--- config.mk ---
export PLATFORM = sky130hd
export DESIGN_NAME = rect_fill_outline_blit_engine_unit
export DESIGN_NICKNAME = d
export VERILOG_FILES = /design/src/rtl/core/rfob_pkg.sv /design/src/rtl/core/rect_fill_outline_blit_engine_unit.sv /design/src/rtl/core/rfob_walk.sv /design/src/rtl/core/rfob_pix.sv
export SDC_FILE = /design/constraint.sdc
export NUM_CORES = 1
export LEC_CHECK = 0
export BUFFER_PORTS_ARGS = -buffer_cell sky130_fd_sc_hd__buf_2
export CAP_MARGIN = 30
export CORE_ASPECT_RATIO = 0.75
export CORE_MARGIN = 2
export CORE_UTILIZATION = 34
export CTS_BUF_LIST = sky130_fd_sc_hd__clkbuf_4 sky130_fd_sc_hd__clkbuf_8
export CTS_CLUSTER_DIAMETER = 50
export DETAILED_ROUTE_END_ITERATION = 12
export PLACE_DENSITY = 0.55
export SLEW_MARGIN = 20
export SYNTH_ARGS = -nofsm -noshare
export SYNTH_HDL_FRONTEND = slang
export SYNTH_HIERARCHICAL = 1
export SYNTH_SLANG_ARGS = --single-unit
--- constraint.sdc ---
create_clock -name clk -period 10.6 [get_ports clk]
set_clock_uncertainty 0.05 [all_clocks]
set_input_delay 1.06 -clock clk [delete_from_list [all_inputs] [get_ports clk]]
set_output_delay 1.06 -clock clk [all_outputs]
set_load 0.02 [all_outputs]
--- src/rtl/core/rfob_pkg.sv ---
package rfob_pkg;

	// Field widths of an input beat
	localparam int unsigned CoordW = 12;
	localparam int unsigned SpanW  = 11;
	localparam int unsigned ColorW = 16;
	localparam int unsigned WordW  = 16;
	// Signed pixel coordinate: origin plus span needs one extra bit
	localparam int unsigned PosW   = 13;
	localparam int unsigned AddrW  = 16;
	localparam int unsigned RgbW   = 24;

	typedef enum logic [2:0] {
		OP_FILL    = 3'd0,
		OP_OUTLINE = 3'd1,
		OP_BLIT    = 3'd2,
		OP_STEP    = 3'd3,
		OP_DATA    = 3'd4
	} opcode_t;

	typedef enum logic [3:0] {
		MODE_IDLE    = 4'b0001,
		MODE_FILL    = 4'b0010,
		MODE_OUTLINE = 4'b0100,
		MODE_BLIT    = 4'b1000
	} mode_t;

	typedef struct packed {
		logic [2:0]        opcode;
		logic [CoordW-1:0] origin_x;
		logic [CoordW-1:0] origin_y;
		logic [SpanW-1:0]  rect_width;
		logic [SpanW-1:0]  rect_height;
		logic [ColorW-1:0] color565;
		logic [WordW-1:0]  image_hi;
		logic [WordW-1:0]  image_lo;
	} item_t;

	// Pixel request from the walker to the pixel stage
	typedef struct packed {
		logic [PosW-1:0]   x;
		logic [PosW-1:0]   y;
		logic [ColorW-1:0] color;
		logic              fin;
	} pix_req_t;

	typedef struct packed {
		logic             write_enable;
		logic [AddrW-1:0] pixel_addr;
		logic [RgbW-1:0]  color_rgb;
		logic             last;
	} pix_res_t;

	// Widen RGB565 to RGB888, each channel scaled to full range and floored.
	// Multiply by 255 * (2^20 + 30) / 31 (or 255 * (2^20 + 59) / 63) and keep the top byte;
	// the reciprocal error stays below one step over the whole channel range.
	function automatic logic [RgbW-1:0] rgb565_to_888(input logic [ColorW-1:0] c);
		logic [27:0] r;
		logic [27:0] g;
		logic [27:0] b;
		r = {23'd0, c[15:11]} * 28'd8625630;
		g = {22'd0, c[10:5]} * 28'd4244475;
		b = {23'd0, c[4:0]} * 28'd8625630;
		return {r[27:20], g[27:20], b[27:20]};
	endfunction

endpackage

--- src/rtl/core/rect_fill_outline_blit_engine_unit.sv ---
// Rectangle drawing engine for a FRAME_W x FRAME_H frame buffer. A start beat
// (fill, outline or blit) latches origin, size and colour and gives no output;
// each step beat then yields the next fill or outline pixel, and each image data
// beat the next blit pixel. Every pixel beat carries its address x + FRAME_W*y,
// the colour widened to RGB888, a write enable that is low for pixels outside
// the frame (address then zero), and tlast on the final pixel of the command.
// Throughput is one beat per clock while the output is taken: the input register feeds
// the position counters, clip test, colour widening and address multiply into the output
// register, so a pixel beat passes from the input register to the output register;
// a pixel beat that cannot enter a full output register holds the input stage until the
// output is taken.
module rect_fill_outline_blit_engine_unit #(
	parameter int unsigned FRAME_W = 240,
	parameter int unsigned FRAME_H = 160
) (
	input  logic        clk,
	input  logic        arst_n,
	input  logic        s_tvalid,
	output logic        s_tready,
	// origin_x[11:0], origin_y[23:12], rect_width[34:24], rect_height[45:35],
	// color565[61:46], image_hi[77:62], image_lo[93:78], zero pad [95:94]
	input  logic [95:0] s_tdata,
	// opcode[2:0]
	input  logic [2:0]  s_tuser,
	output logic        m_tvalid,
	input  logic        m_tready,
	// pixel_addr[15:0], color_rgb[39:16]
	output logic [39:0] m_tdata,
	// write_enable[0]
	output logic        m_tuser,
	output logic        m_tlast
);

	logic                v_s1;
	rfob_pkg::item_t     item_s1;
	logic                v_s2;
	rfob_pkg::pix_res_t  res_s2;

	logic                has_res;
	logic                out_free;
	logic                adv;
	rfob_pkg::pix_req_t  req;
	rfob_pkg::pix_res_t  res;

	// Move the held beat on when its pixel, if any, has room
	assign out_free = !v_s2 || m_tready;
	assign adv      = v_s1 && (!has_res || out_free);
	assign s_tready = !v_s1 || adv;

	// Input register
	always_ff @(posedge clk or negedge arst_n) begin
		if (!arst_n) begin
			v_s1 <= 1'b0;
		end else if (s_tready) begin
			v_s1 <= s_tvalid;
		end
	end

	always_ff @(posedge clk) begin
		if (s_tready && s_tvalid) begin
			item_s1.opcode      <= s_tuser;
			item_s1.origin_x    <= s_tdata[11:0];
			item_s1.origin_y    <= s_tdata[23:12];
			item_s1.rect_width  <= s_tdata[34:24];
			item_s1.rect_height <= s_tdata[45:35];
			item_s1.color565    <= s_tdata[61:46];
			item_s1.image_hi    <= s_tdata[77:62];
			item_s1.image_lo    <= s_tdata[93:78];
		end
	end

	rfob_walk u_walk (
		.clk     (clk),
		.arst_n  (arst_n),
		.item    (item_s1),
		.go      (adv),
		.has_res (has_res),
		.req     (req)
	);

	rfob_pix #(
		.FRAME_W (FRAME_W),
		.FRAME_H (FRAME_H)
	) u_pix (
		.req (req),
		.res (res)
	);

	// Output register
	always_ff @(posedge clk or negedge arst_n) begin
		if (!arst_n) begin
			v_s2 <= 1'b0;
		end else if (out_free) begin
			v_s2 <= adv && has_res;
		end
	end

	always_ff @(posedge clk) begin
		if (out_free && adv && has_res) begin
			res_s2 <= res;
		end
	end

	assign m_tvalid = v_s2;
	assign m_tdata  = {res_s2.color_rgb, res_s2.pixel_addr};
	assign m_tuser  = res_s2.write_enable;
	assign m_tlast  = res_s2.last;

	// An empty input stage always takes a beat
	a_empty_ready : assert property (@(posedge clk) disable iff (!arst_n)
		!v_s1 |-> s_tready)
		else $error("input stage empty but not ready");

	// A clipped pixel carries a zero address
	a_clip_addr : assert property (@(posedge clk) disable iff (!arst_n)
		(m_tvalid && !m_tuser) |-> (m_tdata[15:0] == 16'd0))
		else $error("clipped pixel with non-zero address");

	// A pixel beat blocked by a full output stage stays in the input stage
	a_hold_s1 : assert property (@(posedge clk) disable iff (!arst_n)
		(v_s1 && has_res && v_s2 && !m_tready) |=> v_s1)
		else $error("pending pixel beat lost");

endmodule

--- src/rtl/core/rfob_walk.sv ---
module rfob_walk (
	input  logic             clk,
	input  logic             arst_n,
	input  rfob_pkg::item_t  item,
	input  logic             go,
	output logic             has_res,
	output rfob_pkg::pix_req_t req
);

	rfob_pkg::mode_t                 mode_q, mode_d;
	logic [rfob_pkg::CoordW-1:0]     start_x_q, start_x_d;
	logic [rfob_pkg::CoordW-1:0]     start_y_q, start_y_d;
	logic [rfob_pkg::SpanW-1:0]      span_w_q, span_w_d;
	logic [rfob_pkg::SpanW-1:0]      span_h_q, span_h_d;
	logic [rfob_pkg::ColorW-1:0]     fill_color_q, fill_color_d;
	logic [rfob_pkg::SpanW-1:0]      col_q, col_d;
	logic [rfob_pkg::SpanW-1:0]      row_q, row_d;
	logic                            edge_pass_q, edge_pass_d;
	logic                            edge_side_q, edge_side_d;

	logic [rfob_pkg::PosW-1:0]       x_col, y_row, x_far, y_far;
	logic [rfob_pkg::SpanW:0]        col_inc, row_inc;
	logic                            col_last, row_last, col_end, row_end;

	// Current position: the latched origin plus the column and row counters
	assign x_col = {start_x_q[rfob_pkg::CoordW-1], start_x_q} + {2'b00, col_q};
	assign y_row = {start_y_q[rfob_pkg::CoordW-1], start_y_q} + {2'b00, row_q};
	assign x_far = {start_x_q[rfob_pkg::CoordW-1], start_x_q} + {2'b00, span_w_q}
		- rfob_pkg::PosW'(1);
	assign y_far = {start_y_q[rfob_pkg::CoordW-1], start_y_q} + {2'b00, span_h_q}
		- rfob_pkg::PosW'(1);

	assign col_inc  = {1'b0, col_q} + (rfob_pkg::SpanW+1)'(1);
	assign row_inc  = {1'b0, row_q} + (rfob_pkg::SpanW+1)'(1);
	assign col_last = col_inc == {1'b0, span_w_q};
	assign row_last = row_inc == {1'b0, span_h_q};
	assign col_end  = col_inc >= {1'b0, span_w_q};
	assign row_end  = row_inc >= {1'b0, span_h_q};

	// Decode the beat against the current mode and work out the next state
	always_comb begin
		mode_d       = mode_q;
		start_x_d    = start_x_q;
		start_y_d    = start_y_q;
		span_w_d     = span_w_q;
		span_h_d     = span_h_q;
		fill_color_d = fill_color_q;
		col_d        = col_q;
		row_d        = row_q;
		edge_pass_d  = edge_pass_q;
		edge_side_d  = edge_side_q;
		has_res      = 1'b0;
		req.x        = x_col;
		req.y        = y_row;
		req.color    = fill_color_q;
		req.fin      = 1'b0;
		case (item.opcode)
			rfob_pkg::OP_FILL, rfob_pkg::OP_OUTLINE, rfob_pkg::OP_BLIT: begin
				start_x_d    = item.origin_x;
				start_y_d    = item.origin_y;
				span_w_d     = item.rect_width;
				span_h_d     = item.rect_height;
				fill_color_d = item.color565;
				col_d        = '0;
				row_d        = '0;
				edge_pass_d  = 1'b0;
				edge_side_d  = 1'b0;
				if (item.rect_width == '0 || item.rect_height == '0) begin
					mode_d = rfob_pkg::MODE_IDLE;
				end else if (item.opcode == rfob_pkg::OP_FILL) begin
					mode_d = rfob_pkg::MODE_FILL;
				end else if (item.opcode == rfob_pkg::OP_OUTLINE) begin
					mode_d = rfob_pkg::MODE_OUTLINE;
				end else begin
					mode_d = rfob_pkg::MODE_BLIT;
				end
			end
			rfob_pkg::OP_STEP: begin
				if (mode_q == rfob_pkg::MODE_FILL) begin
					// Fill walks down each column, then moves right
					has_res = 1'b1;
					req.fin = col_last && row_last;
					if (row_end) begin
						row_d = '0;
						col_d = col_inc[rfob_pkg::SpanW-1:0];
					end else begin
						row_d = row_inc[rfob_pkg::SpanW-1:0];
					end
				end else if (mode_q == rfob_pkg::MODE_OUTLINE) begin
					has_res = 1'b1;
					edge_side_d = !edge_side_q;
					if (!edge_pass_q) begin
						// Top and bottom edges, alternating per column
						req.x = x_col;
						req.y = edge_side_q ? y_far : y_row;
						if (edge_side_q) begin
							if (col_end) begin
								col_d       = '0;
								row_d       = '0;
								edge_pass_d = 1'b1;
							end else begin
								col_d = col_inc[rfob_pkg::SpanW-1:0];
							end
						end
					end else begin
						// Left and right edges, alternating per row
						req.x = edge_side_q ? x_far : x_col;
						req.y = y_row;
						if (edge_side_q) begin
							if (row_end) begin
								req.fin = 1'b1;
							end else begin
								row_d = row_inc[rfob_pkg::SpanW-1:0];
							end
						end
					end
				end
			end
			rfob_pkg::OP_DATA: begin
				if (mode_q == rfob_pkg::MODE_BLIT) begin
					// Blit walks row-major, colour from the image words
					has_res   = 1'b1;
					req.color = {item.image_hi[7:0], 8'h00} | item.image_lo;
					req.fin   = col_last && row_last;
					if (col_end) begin
						col_d = '0;
						row_d = row_inc[rfob_pkg::SpanW-1:0];
					end else begin
						col_d = col_inc[rfob_pkg::SpanW-1:0];
					end
				end
			end
			default: begin
			end
		endcase
		if (has_res && req.fin) begin
			mode_d = rfob_pkg::MODE_IDLE;
		end
	end

	// Commit the state when the beat leaves the input stage
	always_ff @(posedge clk or negedge arst_n) begin
		if (!arst_n) begin
			mode_q       <= rfob_pkg::MODE_IDLE;
			start_x_q    <= '0;
			start_y_q    <= '0;
			span_w_q     <= '0;
			span_h_q     <= '0;
			fill_color_q <= '0;
			col_q        <= '0;
			row_q        <= '0;
			edge_pass_q  <= 1'b0;
			edge_side_q  <= 1'b0;
		end else if (go) begin
			mode_q       <= mode_d;
			start_x_q    <= start_x_d;
			start_y_q    <= start_y_d;
			span_w_q     <= span_w_d;
			span_h_q     <= span_h_d;
			fill_color_q <= fill_color_d;
			col_q        <= col_d;
			row_q        <= row_d;
			edge_pass_q  <= edge_pass_d;
			edge_side_q  <= edge_side_d;
		end
	end

endmodule

--- src/rtl/core/rfob_pix.sv ---
module rfob_pix #(
	parameter int unsigned FRAME_W = 240,
	parameter int unsigned FRAME_H = 160
) (
	input  rfob_pkg::pix_req_t req,
	output rfob_pkg::pix_res_t res
);

	logic        in_frame;
	logic [21:0] row_base;
	logic [rfob_pkg::AddrW-1:0] addr;

	// Clip against the frame; negative coordinates have the sign bit set
	assign in_frame = !req.x[rfob_pkg::PosW-1] && !req.y[rfob_pkg::PosW-1]
		&& (req.x[rfob_pkg::PosW-2:0] < 12'(FRAME_W))
		&& (req.y[rfob_pkg::PosW-2:0] < 12'(FRAME_H));

	// Linear address x + FRAME_W*y, low bits kept
	assign row_base = {11'd0, 11'(FRAME_W)} * {11'd0, req.y[10:0]};
	assign addr     = row_base[rfob_pkg::AddrW-1:0] + rfob_pkg::AddrW'(req.x[10:0]);

	assign res.write_enable = in_frame;
	assign res.pixel_addr   = in_frame ? addr : '0;
	assign res.color_rgb    = rfob_pkg::rgb565_to_888(req.color);
	assign res.last         = req.fin;

endmodule

Yosys cells after proc, flatten, opt, wreduce, memory -nomap -nowiden
Cells that the tools add are included.

Register bits after elaboration: 223. Bits of input ports: 103. Logic and storage cells: 144.

Multiplexer cells: 51. Multipliers: 4. Bitwise logic cells: 1. Magnitude comparators: 4. $add $sub $neg: 9. Reduce and logical (&&, ||, !) cells: 32. Eq/ne operators: 19.

Operator list (count): $mux 11 (17); $mux 26 (4); $pmux 11 s3 (2); $mul 5x23->27 const B (2); $add 12x12->13 (4); $mul 6x23->28 const B (1); $mux 13 (2); $sub 13x1->13 const B (2); $add 11x1->12 const B (2); $eq 12x11->1 (2); $ge 12x11->1 (2); $lt 12x8->1 const B (2); $logic_not 11->1 (2); $mux 4 (5); $mux 17 (1); $add 16x11->16 (1); $mux 16 (1); $or 16x16->16 (1); $mux 1 (15); $mul 4x11->12 const A (1); $logic_and 1x1->1 (10); $pmux 1 s2 (4); $reduce_and 8->1 (1); $reduce_and 7->1 (1); other kinds (21) (35).

Depth between registers and ports, before layout
Gate-level depths: netlist of run 1.

Depth after elaboration: 11. Gate-level depth with buffers: 24. Mapped depth without buffers: 24.

Modules after synthesis
The synthesis of run 1 kept the hierarchy.

Modules (own cells, without submodules): rfob_walk (seq. area each 2253.4 um2, cells an instance 820, area each 7394.6 um2, times used 1); rfob_pix (seq. area each 0.0 um2, cells an instance 607, area each 5256.3 um2, times used 1); rect_fill_outline_blit_engine_unit (seq. area each 4224.1 um2, cells an instance 149, area each 4280.4 um2, times used 1).

Least setup slack after synthesis of run 1
OpenSTA, ideal clock, no wires.

Kind: flip-flop to flip-flop. From: register u_walk.mode_q[1]. To: register res_s2 (netlist bit m_tdata[27]), data pin. Data arrival time: 5.213 ns. Library setup time: 0.262 ns. Data required time: 10.288 ns. Stages on the path, launching flop included: 18. Slack: 5.074 ns. Cell sequence: dfrtp_1 -> nor4b_1 -> nand3_1 -> clkbuf_1 -> o21ai_0 -> fa_1 -> fa_1 -> inv_1 -> fa_1 -> inv_1 -> ha_1 -> a21o_1 -> a21o_1 -> a221o_1 -> o211ai_1 -> a21oi_1 -> o21ai_0 -> xnor2_1.

RTL lines: start: declaration (line rfob_walk.sv:10) `rfob_pkg::mode_t mode_q, mode_d;`; start signal: assignment (line rfob_walk.sv:144) `mode_q <= rfob_pkg::MODE_IDLE;`; start signal: assignment (line rfob_walk.sv:155) `mode_q <= mode_d;`; end signal: assignment (line rect_fill_outline_blit_engine_unit.sv:100) `res_s2 <= res;`; end: declaration (line rect_fill_outline_blit_engine_unit.sv:37) `rfob_pkg::pix_res_t res_s2;`.

==> impl_metrics.ini, run 1 <==
[grt]
overflow = 0
grt_max_degree = 66
antenna_found_initial = 5
grt_use_total_pct = 15.8
grt_first_pass_wirelength_um = 63300
grt_pass1_vias = 11851

[logic_synthesis]
synthCells = 1568
ys_warn_count = 6
syn_avg_cell_area_sq_um = 10.6
synth_nets = 1964
synth_area_sq_um = 16700

[cells_and_area]
layout.nets = 2135
fin_cells = 2426
layout_common_cells = inv_1 (249), ha_1 (222), buf_2 (137), edfxtp_1 (131), dfrtp_1 (91)
layout_commonest_cell = inv_1
design_area_sq_um = 19200
drive_gt1_share_pct = 18.5
areaGrowthSynthToFinish_pct = 14.9
finish.utilization_pct = 39.5

[floorplanning]
initial_utilization_pct = 34.3
core_region_area_sq_um = 48600
io_pins = 147
dieWidth_um = 260
dieArea_sq_um = 50900
die_h_um = 196
rows = 70

[power_and_ir_drop]
combPwrFrac_pct = 66.7
cellLeakagePower_uw = 0.00905
ir_worst_vdd_mv = 0.236
p_seq_share_pct = 18.2
total_power_uw = 6220
p_clk_share_pct = 15.1
internal_power_uw = 3380
switchingPower_uw = 2840
pwr_density_cell_nw_per_um2 = 324
p_sw_share_pct = 45.6

[outcome]
status = completed

[route]
avgViaCountPerCell = 4.85
wl_um = 39500
ant_nets = 0
first_pass_iters = 4
wire_per_inst_um = 16.3
vias = 11759
drc = 0
first_iter_violations = 622

[sta]
finalSetupTns_ns = 0
fin_crit_ns = 6.36
min_period_over_period_pct = 60.0
slew_headroom_pct = 39.8
fmax_mhz = 157
tightest_slew_ns = 0.892
slew_violations = 0
finalSetupViolations = 0
rsz0062_at_grt = false
final_hold_viol_count = 0

[clock_tree]
cts.repair.resized = 0
cts_htree_levels = 2
hold_buffers = 0
insertion_delay_ns = 0.60
cts_buffers = 43
cts.clk_slew.worst_paths_ns = 0.06
post-cts-setup-buffers = 0
cts_root_buffer = clkbuf_8
cts_tree = done
cts_max_path_buffers = 3
cts_sinks = 223

[worst_setup_path]
critPathLaunchType = flip-flop
worst-path-max-fanout = 7
crit_required_ns = 10.89
end_kind = flip-flop
critPathKind = flip-flop to flip-flop
critPathArrivalTime_ns = 6.65

[place]
io_buffer_count = 136
dp.cells = 2338
post_dp_cell_area_sq_um = 18200
gp_congestion = 0.848
dpl.hpwl_um = 30900

[job]
drv_cap = 0

[worst_hold_path]
hp-class = input pin to async pin
[state kept, by name, indices dropped and copies added (netlist names)]
register             count
u_walk/start_y_q        12
m_tvalid                 1
u_walk/span_h_q         11
m_tuser                  1
u_walk/start_x_q        12
u_walk/mode_q            4
m_tlast                  1
u_walk/col_q            11
u_walk/span_w_q         11
item_s1                 89
v_s1                     1
m_tdata                 40
u_walk/edge_side_q       1
u_walk/row_q            11
u_walk/fill_color_q     16
u_walk/edge_pass_q       1
[power groups by stage]
stage	clock network, uW	logic (uW)	registers, uW
3_3_place_gp	0	3990	1150
2_1_floorplan	0	3230	1110
4_1_cts	974	4150	1130
6_report	937	4150	1130
3_5_place_dp	0	4110	1150
5_1_grt	1010	4770	1150
[routing by layer]
| metal | GRT usage, % | wire [um] | vias to the layer above |
|---|---|---|---|
| li1 | - | - | 5846 |
| met4 | 4.75 | 836 | 0 |
| met1 | 24.0 | 20800 | 5655 |
| met5 | 0 | 0 | - |
| met2 | 22.1 | 15900 | 211 |
| met3 | 3.32 | 1950 | 47 |
[layout make-up]
class,instances,area (sq um)
clock inverters,18,185
well taps,648,811
clock buffers,62,759
diodes,4,10.0
flip-flops and latches,223,6240
fillers,4786,29400
multi-input cells,1070,9420
inverters,249,935
repair buffers,152,825
[per-stage QoR]
step           setup WS (ns)  hold WS (ns)
6_report                4.24         0.294
5_1_grt                 3.74         0.263
4_1_cts                 4.10         0.240
3_5_place_dp            4.15         0.414
3_3_place_gp            4.16         0.408
2_1_floorplan           5.07         0.405
[worst max-delay path: stages (launching register included)]
cell and delay [ns]:
dfrtp_1 0.43, inv_1 0.11, ha_1 0.31, inv_1 0.06, ha_1 0.18, inv_1 0.06, fa_1 0.41, nor2b_1 0.16
o21ai_0 0.13, a21oi_1 0.23, nor2_1 0.08, xor2_1 0.13, o21ai_0 0.65, inv_1 0.26, fa_1 0.51, fa_1 0.51
inv_1 0.04, ha_1 0.37, o311ai_0 0.81, nand2_1 0.10, and4bb_2 0.34, xnor2_1 0.12, nor2_1 0.05
[final timing paths]
check,start,to,slack (ns),cells after the start
min in group clk,item_s1[74]$_DFFE_PP_,u_walk/start_y_q[4]$_DFFE_PN0P_,0.42,1
worst max register to register,u_walk/start_y_q[1]$_DFFE_PN0P_,m_tdata[15]$_DFFE_PP_,4.24,22
worst min register to register,item_s1[74]$_DFFE_PP_,u_walk/start_y_q[4]$_DFFE_PN0P_,0.42,1
max in group asynchronous,arst_n,u_walk/col_q[4]$_DFFE_PN0P_,9.12,3
worst min-delay path,arst_n,v_s1$_DFFE_PN0P_,0.29,1
worst max-delay path,u_walk/start_y_q[1]$_DFFE_PN0P_,m_tdata[15]$_DFFE_PP_,4.24,22
Note: power is estimated with default switching activity, not from simulation.
==> inputs of run 2 (changes only) <==
- PLACE_DENSITY: 0.55 -> 0.57
- clock period: 10.6 -> 5.4 ns (I/O delays scaled with it)
==> run 2 against run 1 <==
Compared with the run above:
- clock power increased by 95%
- hold slack got worse by 0.23 ns
- combinational power rose by 120%
- cell count increased by 2.9%
- routed wire length is 4.1% higher
- setup slack worse by 4.0 ns
- via count grew 3.9%
- highest routed layer is now met5
==> impl_metrics.ini, run 2 (synthesized netlist as in run 1, its figures left out) <==
[outcome]
status = completed

[sta]
min_period_over_period_pct = 96.0
fin_crit_ns = 5.19
hold_slack_ns = 0.0672
slew_headroom_pct = 36.3
fmax_mhz = 193
finalSetupViolations = 0
slew_violations = 0
rsz0062_at_grt = true
tightest_slew_ns = 0.956
final_hold_viol_count = 0

[worst_setup_path]
worst-path-max-fanout = 6
end_kind = flip-flop
critPathArrivalTime_ns = 5.47
critPathKind = flip-flop to flip-flop
crit_buf_inv = 6
critPathLaunchType = flip-flop
worstPathCellList = nor4b_4 -> nand3_4 -> buf_12 -> mux2_4 -> inv_2 -> fa_1 -> inv_2 -> buf_4 -> fa_1 -> inv_2 -> fa_1 -> inv_1 -> ha_2 -> a21o_1 -> a21o_1 -> a221o_1 -> o211ai_1 -> a21oi_2 -> o2111ai_2 -> xnor2_1
slowest_delay_ns = 0.57
crit_slowest_cell = fa_1
critPathTopFamily = adder cells
crit_required_ns = 5.69

[power_and_ir_drop]
cellLeakagePower_uw = 0.00946
pwr_density_cell_nw_per_um2 = 660
ir_worst_vdd_mv = 0.674
total_power_uw = 13200

[clock_tree]
cts.clk_slew.worst_paths_ns = 0.06
cts_htree_levels = 2
cts_sinks = 223
cts_tree = done
insertion_delay_ns = 0.60
cts_max_path_buffers = 3
cts_root_buffer = clkbuf_8
cts_buffers = 41

[grt]
grt_max_degree = 65
grt_use_met3_pct = 3.20
top_usage_layer = met1
overflow = 0
grt_use_total_pct = 16.2
met1_usage_pct = 24.5
grt_pass1_vias = 12154
antenna_found_initial = 6
grt_first_pass_wirelength_um = 65100
grt_util_met2_pct = 23.2

[cells_and_area]
drive_gt1_share_pct = 23.7
layout.nets = 2210
regMostFlops = item_s1
areaGrowthSynthToFinish_pct = 19.9
layout_common_cells = inv_1 (240), ha_1 (216), buf_2 (136), edfxtp_1 (131), dfrtp_1 (91)
largest_register_ffs = 89
layout_commonest_cell = inv_1

[route]
vias = 12220
ant_nets = 0
wl_um = 41100
first_iter_violations = 643
wire_per_inst_um = 16.5
drc = 0
avgViaCountPerCell = 4.90
first_pass_iters = 5

[floorplanning]
initial_utilization_pct = 34.3
die_h_um = 196
dieArea_sq_um = 50900
io_pins = 147
core_region_area_sq_um = 48600
dieWidth_um = 260
rows = 70

[job]
drv_cap = 0

[place]
io_buffer_count = 136
dpl.hpwl_um = 31500
gp_congestion = 0.848

[worst_hold_path]
hp-class = input pin to flip-flop
==> run 2: worst paths after layout <==
path / from / end / slack, ns / cells after the start
setup / recovery: u_walk/mode_q[1]$_DFFE_PN0P_ / m_tdata[31]$_DFFE_PP_ / 0.21 / 20
hold / removal: s_tdata[43] / item_s1[56]$_DFFE_PP_ / 0.07 / 1
setup reg to reg: u_walk/mode_q[1]$_DFFE_PN0P_ / m_tdata[31]$_DFFE_PP_ / 0.21 / 20
hold reg to reg: item_s1[47]$_DFFE_PP_ / u_walk/fill_color_q[15]$_DFFE_PN0P_ / 0.42 / 1
max in group asynchronous: arst_n / u_walk/start_x_q[8]$_DFFE_PN0P_ / 3.64 / 3
min in group asynchronous: arst_n / u_walk/start_x_q[4]$_DFFE_PN0P_ / 0.49 / 2
==> run 2: final cells by class <==
cell class | instances | area, sq um
antenna | 1 | 2.50
clock buffer | 56 | 708
clock inverter | 20 | 209
fill | 4760 | 28600
inverter | 249 | 935
multi-input combinational | 1070 | 9640
sequential | 223 | 6240
tap | 648 | 811
timing repair buffer | 229 | 1460
==> run 2: worst reg2reg max path: cells and delay by family, from the launching register on <==
family / cells / cell delay, ns
AO/OA/AOI/OAI: 6 / 1.34
XOR/XNOR: 1 / 0.10
adder cells (fa/ha/maj): 4 / 1.73
buffers and inverters: 6 / 0.55
flip-flops: 1 / 0.41
multiplexers: 1 / 0.22
AND/OR/NAND/NOR: 2 / 0.54
==> run 2: power breakdown <==
part           internal, uW  switching (uW)  total (uW)
Sequential             2060             161        2220
Clock                  1050             773        1830
Combinational          4250            4910        9150
==> run 2: through the flow <==
stage	util [%]	TNS [ns]	setup WS, ns	instances	instance area [sq um]
after CTS	40.5	-0.0705	-0.0705	2487	19700
after global routing	41.2	-0.0809	-0.0539	2496	20000
after detailed placement	38.6	-0.559	-0.0895	2410	18800
after floorplan	-	0	0.0962	1568	16700
final	41.2	0	0.214	2496	20000
after global placement	38.5	0	0.0221	2407	18700
==> run 2: repair_timing <==
action,in CTS,in global routing
hold buffers,1,0
buffers inserted,0,6
endpoints found under the hold margin,45,0
endpoints found under the setup margin,14,25
pin swaps,0,21
cloned,0,2
gates resized for setup,4,56
==> run 2: per-layer routing <==
layer,share of wire (%),vias to the layer above,wire (um)
met1,52,5928,21200
met4,1.7,4,717
met3,5.3,56,2180
met5,0.039,-,16
li1,-,5972,-
met2,41,260,17000
